--- config.mk ---
export PLATFORM = sky130hd
export DESIGN_NAME = chopped_bridge_accumulate_dump
export DESIGN_NICKNAME = d
export VERILOG_FILES = /design/src/rtl/cbad_pkg.sv /design/src/rtl/cbad_demod.sv /design/src/rtl/chopped_bridge_accumulate_dump.sv
export SDC_FILE = /design/constraint.sdc
export NUM_CORES = 1
export LEC_CHECK = 0
export ABC_AREA = 1
export BUFFER_PORTS_ARGS = -buffer_cell sky130_fd_sc_hd__buf_2
export CAP_MARGIN = 5
export CORE_UTILIZATION = 40
export CTS_CLUSTER_DIAMETER = 60
export DETAILED_ROUTE_END_ITERATION = 8
export SKIP_CTS_REPAIR_TIMING = 1
export SYNTH_ARGS = -nofsm -noshare
export SYNTH_HDL_FRONTEND = slang
export SYNTH_HIERARCHICAL = 1
export SYNTH_SLANG_ARGS = --single-unit
--- constraint.sdc ---
create_clock -name clk -period 7 [get_ports clk]
set_input_delay 0.7 -clock clk [delete_from_list [all_inputs] [get_ports clk]]
set_output_delay 0.7 -clock clk [all_outputs]
set_load 0.02 [all_outputs]
--- src/rtl/cbad_pkg.sv ---
`default_nettype none

package cbad_pkg;

  // Field widths of the stream items.
  localparam int SAMPLE_W      = 12;
  localparam int SAMPLE_FIELDS = 4;
  localparam int IN_DATA_W     = 48;
  localparam int SUM_W         = 30;
  localparam int OUT_DATA_W    = 32;
  localparam int COUNT_W       = 16;

  // Four 12-bit samples sum to at most 14 bits.
  localparam int DELTA_W = SAMPLE_W + 2;

  // Default block length: sample rate over output rate.
  localparam int SAMPLE_RATE = 10000;
  localparam int OUTPUT_RATE = 3;
  localparam logic [COUNT_W-1:0] BLOCK_RESET = COUNT_W'(SAMPLE_RATE / OUTPUT_RATE);

  localparam int CHANNELS_DEFAULT = 4;

  // Kind of an input item, carried in tuser.
  typedef enum logic {
    CMD_CONVERT = 1'b0,
    CMD_ACK     = 1'b1
  } cmd_t;

  typedef logic signed [SUM_W-1:0] sum_t;

endpackage

`default_nettype wire

--- src/rtl/cbad_demod.sv ---
`default_nettype none

module cbad_demod
  import cbad_pkg::*;
#(
  parameter int CHANNEL_COUNT = CHANNELS_DEFAULT
) (
  input  wire logic [IN_DATA_W-1:0] samples,
  input  wire logic                 add,
  input  wire sum_t                 base,
  output sum_t                      sum
);

  // Only four sample fields exist; larger counts use all of them.
  localparam int USED = (CHANNEL_COUNT < SAMPLE_FIELDS) ? CHANNEL_COUNT : SAMPLE_FIELDS;

  logic signed [DELTA_W-1:0] delta;
  logic signed [SUM_W:0]     wide;

  always_comb begin
    delta = '0;
    for (int i = 0; i < USED; i++) begin
      delta = delta + DELTA_W'($signed(samples[i*SAMPLE_W +: SAMPLE_W]));
    end
  end

  always_comb begin
    if (add) begin
      wide = (SUM_W+1)'(base) + (SUM_W+1)'(delta);
    end else begin
      wide = (SUM_W+1)'(base) - (SUM_W+1)'(delta);
    end
  end

  // Saturate when the two top bits disagree.
  always_comb begin
    if (wide[SUM_W] != wide[SUM_W-1]) begin
      sum = wide[SUM_W] ? {1'b1, {(SUM_W-1){1'b0}}} : {1'b0, {(SUM_W-1){1'b1}}};
    end else begin
      sum = wide[SUM_W-1:0];
    end
  end

endmodule

`default_nettype wire

--- src/rtl/chopped_bridge_accumulate_dump.sv ---
// Synchronous demodulator for a chopped load-cell bridge, accumulate and dump.
// Input stream (s_axis_*): each transfer is either a conversion carrying four
// signed 12-bit channel samples in tdata, or an acknowledge from the consumer,
// chosen by tuser. A conversion toggles the drive phase and counts down the
// block; when the count runs out the running sum closes and one result is
// issued on the output stream (m_axis_*): the sum in tdata and, in tuser,
// whether it was published or dropped because the previous one was still
// unacknowledged. Samples are then added in the high phase and subtracted in
// the low phase, into a saturating 30-bit accumulator.
// Throughput is one item per clock. A result appears in the output register
// in the cycle after the closing conversion is transferred. The output register
// parts the two sides: while it is full and the receiver stalls, s_axis_tready
// is low; when the receiver takes it, a new item is taken in the same cycle.
// Synchronous reset clears the accumulator, phase and acknowledge flag, loads
// the block length and the countdown with 3333 and empties the output.
// cfg_we writes cfg_data into the block length; it applies at the next reload.
`default_nettype none

module chopped_bridge_accumulate_dump
  import cbad_pkg::*;
#(
  parameter int CHANNEL_COUNT = CHANNELS_DEFAULT
) (
  input  wire logic                  clk,
  input  wire logic                  rst,
  input  wire logic                  cfg_we,
  input  wire logic [COUNT_W-1:0]    cfg_data,
  input  wire logic                  s_axis_tvalid,
  output logic                       s_axis_tready,
  // sample_a [11:0], sample_b [23:12], sample_c [35:24], sample_d [47:36]
  input  wire logic [IN_DATA_W-1:0]  s_axis_tdata,
  // command [0]
  input  wire logic                  s_axis_tuser,
  output logic                       m_axis_tvalid,
  input  wire logic                  m_axis_tready,
  // block_sum [29:0], zero fill [31:30]
  output logic [OUT_DATA_W-1:0]      m_axis_tdata,
  // published [0]
  output logic                       m_axis_tuser
);

  logic [COUNT_W-1:0] block_length;
  logic [COUNT_W-1:0] conversions_left;
  sum_t               running_sum;
  logic               drive_phase;
  logic               awaiting_ack;

  logic               out_valid;
  sum_t               out_sum;
  logic               out_published;

  logic               in_xfer;
  logic               is_ack;
  logic               is_convert;
  logic [COUNT_W-1:0] left_dec;
  logic               closing;
  sum_t               sum_base;
  sum_t               running_sum_next;

  // The output register is free, or it is being emptied this cycle.
  assign s_axis_tready = !out_valid || m_axis_tready;
  assign in_xfer       = s_axis_tvalid && s_axis_tready;
  assign is_ack        = (cmd_t'(s_axis_tuser) == CMD_ACK);
  assign is_convert    = in_xfer && !is_ack;

  // A block of length zero wraps the countdown and lasts 65536 conversions.
  assign left_dec = conversions_left - COUNT_W'(1);
  assign closing  = (left_dec == '0);
  assign sum_base = closing ? '0 : running_sum;

  // The phase is toggled before the samples are applied.
  cbad_demod #(
    .CHANNEL_COUNT(CHANNEL_COUNT)
  ) u_demod (
    .samples(s_axis_tdata),
    .add    (!drive_phase),
    .base   (sum_base),
    .sum    (running_sum_next)
  );

  always_ff @(posedge clk) begin
    if (rst) begin
      block_length <= BLOCK_RESET;
    end else if (cfg_we) begin
      block_length <= cfg_data;
    end
  end

  always_ff @(posedge clk) begin
    if (rst) begin
      conversions_left <= BLOCK_RESET;
      running_sum      <= '0;
      drive_phase      <= 1'b0;
      awaiting_ack     <= 1'b0;
    end else if (in_xfer) begin
      if (is_ack) begin
        awaiting_ack <= 1'b0;
      end else begin
        drive_phase      <= !drive_phase;
        running_sum      <= running_sum_next;
        conversions_left <= closing ? block_length : left_dec;
        if (closing) begin
          awaiting_ack <= 1'b1;
        end
      end
    end
  end

  always_ff @(posedge clk) begin
    if (rst) begin
      out_valid <= 1'b0;
    end else if (is_convert && closing) begin
      out_valid <= 1'b1;
    end else if (m_axis_tready) begin
      out_valid <= 1'b0;
    end
  end

  // A dropped sum is still reported, with published low.
  always_ff @(posedge clk) begin
    if (is_convert && closing) begin
      out_sum       <= running_sum;
      out_published <= !awaiting_ack;
    end
  end

  assign m_axis_tvalid = out_valid;
  assign m_axis_tdata  = {{(OUT_DATA_W-SUM_W){1'b0}}, out_sum};
  assign m_axis_tuser  = out_published;

`ifndef SYNTHESIS
  // A closing conversion always leaves the output owned by the consumer.
  a_close_sets_ack: assert property (@(posedge clk) disable iff (rst)
    (is_convert && closing) |=> awaiting_ack)
    else $error("awaiting_ack not set after a block closed");

  // An acknowledge never causes a result.
  a_ack_no_result: assert property (@(posedge clk) disable iff (rst)
    (in_xfer && is_ack) |=> !m_axis_tvalid)
    else $error("result issued after an acknowledge transfer");

  // A published result on offer implies the block is waiting for its ack.
  a_published_pending: assert property (@(posedge clk) disable iff (rst)
    (m_axis_tvalid && m_axis_tuser) |-> awaiting_ack)
    else $error("published result without pending acknowledge");
`endif

endmodule

`default_nettype wire

* Word-level counts from Yosys, hierarchy flattened *
Index checks and enable logic that the tools add are counted.

storage, ports and cells
  output and inout port bits = 35
  input bits = 70
  logic and storage cells = 38
  bits in registers = 96

cells by class
  reductions and logical operators = 13
  bitwise operators = 1
  $add $sub $neg = 6
  multiplexer cells = 9
  equal/unequal tests = 1

operators with widths
  cell                   number
  $mux 30                3
  $add 30x14->31         1
  $mux 31                1
  $sub 30x14->31         1
  $logic_not 16->1       1
  $mux 16                1
  $sub 16x1->16 const B  1
  $add 13x12->14         1
  $add 14x12->14         1
  $add 12x12->13         1
  $logic_not 1->1        4
  $mux 1                 4
  $reduce_and 2->1       2
  $reduce_bool 2->1      2
  $logic_and 1x1->1      3
  $logic_or 1x1->1       1
  $ne 1x1->1             1
  $not 1->1              1

* Longest topological paths before layout *
  word-level depth = 7
  mapped depth = 38
  gate-level depth less buffers = 38

* By module *
Netlist, hierarchy kept.

modules (own cells, without submodules)
  module                          sequential area each (sq um)  instances  cells each  area each (sq um)
  chopped_bridge_accumulate_dump  2232.1                        1          544         4220.3
  cbad_demod                      0.0                           1          664         3978.8

* Least setup slack after synthesis *
No wires, ideal clock.

  kind = input port to flip-flop
  from = in s_axis_tdata[1]
  to = reg running_sum[16]
  path buffers = 2
  arrival = 5.572 ns
  stages = 37
  setup slack = 1.312 ns
  setup time = 0.116 ns
  data required time = 6.884 ns
  cells stage by stage = inv_1 > fa_1 > inv_1 > fa_1 > ha_1 > inv_1 > fa_1 > xor2_1 > nand2_1 > nor2_1 > inv_1 > nor3_2 > nand3_1 > nor2_1 > nand4_1 > nor2_1 > nand2_1 > ha_1 > nand2_1 > nand2_1 > inv_1 > ha_1 > nand2_1 > nor2_1 > inv_1 > nor3_1 > nand2_1 > nand2_1 > nand2_1 > nand2_1 > nand3_2 > buf_6 > buf_6 > nand2_1 > nand2_1 > nor2_1 > nor2_1

between the ends
  cells in the longest elaborated chain, start to end = 7
  elaborated cells between the ends (all ways) = 9
  those cells by class = add/sub: 5; eq/ne: 1; mux: 3

RTL lines
  element                                           line                                   source
  start: declaration                                chopped_bridge_accumulate_dump.sv:31   input wire logic [IN_DATA_W-1:0] s_axis_tdata,
  $add 12x12->13 (*)                                cbad_demod.sv:23                       delta = delta + DELTA_W'($signed(samples[i*SAMPLE_W +: SAMPLE_W]));
  $add 13x12->14 (*)                                cbad_demod.sv:23
  $add 14x12->14 (*)                                cbad_demod.sv:23
  $add 30x14->31 or $sub 30x14->31 (tied branches)  cbad_demod.sv:29, cbad_demod.sv:31
  $mux 31 (*)                                       cbad_demod.sv:28                       if (add) begin
  $mux 30 or $ne 1x1->1 (tied branches)             cbad_demod.sv:38, cbad_demod.sv:37
  $mux 30 (*)                                       cbad_demod.sv:37                       if (wide[SUM_W] != wide[SUM_W-1]) begin
  named net running_sum_next[16]                    chopped_bridge_accumulate_dump.sv:58   sum_t running_sum_next;
  end signal: assignment                            chopped_bridge_accumulate_dump.sv:100  running_sum <= running_sum_next;
  end: declaration                                  chopped_bridge_accumulate_dump.sv:44   sum_t running_sum;

Mark *: on every way through the listed nets, which the timed path passes. The rest lies on a longest branch.
A chain may end at the register's enable or synchronous reset.

* Worst setup path in the final report *
  from = in s_axis_tdata[1]
  to = reg running_sum[7]

Same word-level chain as after synthesis.

==> flow_summary.json <==
{
  "status": "completed",
  "numCtsBuffers": 9,
  "core_region_area_mm2": 0.0202,
  "path_class": "primary input to flop",
  "cts_htree_levels": 3,
  "cts_tree": "done",
  "rsz0062_at_grt": "no",
  "relSlewSlack_pct": 33.7,
  "cts_buffer_depth": 2,
  "maxCapViolations": 0,
  "startpoint": "s_axis_tdata[1]",
  "cts.sinks": 96,
  "fin_nets": 1442,
  "numPortBuffers": 102,
  "fillers": 2141,
  "seq_area_frac_synth_pct": 27.2,
  "grt_overflow": 0,
  "crit_top_cell": "nand2_1",
  "grt_pass1_vias": 7309,
  "layout_commonest_cell": "nand2_1",
  "dieWidth_um": 145,
  "ys_ff_latch": 96,
  "die_area_mm2": 0.0211,
  "ir_drop_v": 0.000211,
  "grt_max_degree": 54,
  "place_congestion": 0.903,
  "worst_ep_arrival_time_ns": 6.26,
  "slowest_stage": "fa_1",
  "r2r-end": "running_sum[20]",
  "wire_per_inst_um": 12.5,
  "avgSynthCellArea_um2": 6.79,
  "drt_iter0_drc": 282,
  "final_cells": 1569,
  "endpoint_kind": "flop",
  "hold_depth": 0,
  "grt_antenna_before_repair": 0,
  "vias": 7484,
  "vias_per_cell": 4.77,
  "drive_gt1_share_pct": 14.5,
  "timing.final.crit_share_pct": 85.4,
  "synthCells": 1208,
  "area_growth_pct": 12.1,
  "rrSetupSlack_ns": 2.22,
  "setup_viol": 0,
  "layout_min_cycle_time_ns": 5.98,
  "grt_usage_pct": 19.2,
  "skew_ns": 0.00908,
  "worstPathMaxFanout": 29,
  "crit_path_end": "running_sum[7]",
  "synth_edf_count": 31,
  "tns_ns": 0,
  "yosysWarnings": 6,
  "fp.dieH_um": 145,
  "rows": 52,
  "hpwl_um": 15400,
  "dpl_worst_slack_ns": 0.661,
  "cpPeakStageDelay_ns": 0.52,
  "hold_path.class": "flop to flop",
  "antennaDiodeCount": 0,
  "rr_startpoint": "conversions_left[0]",
  "final_max_slew_viol_count": 0,
  "async_reset_ff_share_pct": 0,
  "start_kind": "primary input",
  "initial_utilization_pct": 40.7,
  "postLayoutSetupSlackWorst_ns": 1.02,
  "dp_cells": 1553,
  "syn_area_mm2": 0.00820,
  "tightest_slew_ns": 0.992,
  "crit_required_ns": 7.28,
  "clk_pin_slew_ns": 0.07,
  "boundaryPins": 105,
  "ys_types": 49,
  "hold_path_startpoint": "running_sum[15]",
  "drtAntennaViolNets": 0,
  "powerDensity_mw_per_mm2": 363,
  "clk_latency_ns": 0.35,
  "p_leak_uw": 0.00485,
  "wl_um": 19600,
  "ys.flop_type": "dfxtp_1",
  "cts-root-buf": "clkbuf_16",
  "hold_violations": 0,
  "drt_pass1_iterations": 5,
  "drc": 0,
  "fmax_ghz": 0.167,
  "final_cell_mix": "301 x nand2_1, 198 x inv_1, 134 x nor2_1",
  "grt_pass1_wl_um": 33700,
  "reg2reg_depth": 25
}
final cells by class:
| class | instances | area, um2 | share of cell area, % |
|---|---|---|---|
| multi-input combinational | 862 | 4960 | 53.9 |
| sequential | 96 | 2230 | 24.3 |
| inverter | 217 | 815 | 8.86 |
| timing repair buffer | 108 | 556 | 6.04 |
| tap | 270 | 338 | 3.67 |
| clock buffer | 10 | 229 | 2.49 |
| clock inverter | 6 | 67.6 | 0.735 |
synth_stat cells (5+ instances only):
| cell type | instances | share of area, % |
|---|---|---|
| nand2_2 | 11 | 0.84 |
| nor2_1 | 135 | 6.2 |
| o21ai_0 | 65 | 4.0 |
| a21oi_1 | 80 | 4.9 |
| nand3_1 | 69 | 4.2 |
| nand4_1 | 9 | 0.69 |
| edfxtp_1 | 31 | 11 |
| a21oi_2 | 5 | 0.53 |
| inv_1 | 198 | 9.1 |
| nor2_2 | 10 | 0.76 |
| o21ai_1 | 10 | 0.61 |
| fa_1 | 26 | 6.3 |
| buf_6 | 9 | 1.2 |
| inv_2 | 18 | 0.82 |
| dfxtp_1 | 65 | 16 |
| nand2_1 | 301 | 14 |
| xor2_1 | 25 | 2.7 |
| nand3_2 | 6 | 0.73 |
| xnor2_1 | 14 | 1.5 |
| clkbuf_1 | 18 | 0.82 |
| ha_1 | 52 | 7.9 |
worst max-delay path: cells and delay by family:
kind	cells	cell delay, ns
buffers and inverters	8	0.75
AND/OR/NAND/NOR	21	2.34
XOR/XNOR	1	0.25
adder cells (fa/ha/maj)	6	2.21
how the worst min path moves through the flow:
stage,to
global route,out_sum[15]
finish,out_sum[15]
global placement,out_sum[11]
CTS,out_sum[15]
detailed placement,out_sum[15]
floorplan,drive_phase
registers in the layout (all words and copies together), names as in the netlist:
signal	cells
out_sum	30
awaiting_ack	1
conversions_left	16
drive_phase	1
running_sum	30
m_axis_tvalid	1
block_length	16
m_axis_tuser	1
per-stage QoR:
stage / hold WS [ns] / util, % / instance area, um2 / power [uW]
global route: 0.472 / 45.6 / 9190 / 3710
global placement: 0.438 / 44.1 / 8900 / 2850
floorplan: 0.422 / - / 8200 / 2440
CTS: 0.454 / 45.6 / 9190 / 3350
finish: 0.453 / 45.6 / 9190 / 3330
detailed placement: 0.435 / 44.1 / 8900 / 2850
where the power goes:
part | internal [uW] | leakage, uW | total [uW] | switching [uW]
sequential | 625 | 0.000815 | 658 | 33.0
clock | 278 | 0.000139 | 494 | 216
combinational | 778 | 0.00390 | 2180 | 1400
layer usage:
metal	global-route usage, %	routed length (um)
met1	24.5	9270
met2	34.7	9550
met3	1.73	541
met4	5.00	250
met5	0	0
kinds of logic after synthesis:
| logic type | share of synthesized area [%] |
|---|---|
| compound gates | 11.8 |
| flops | 27.2 |
| buf+inv | 12.5 |
| fa+ha+maj | 14.3 |
| xor+xnor | 4.96 |
| simple gates | 29.3 |
| other cells | 0.0457 |
(Power assumes the default switching activity.)
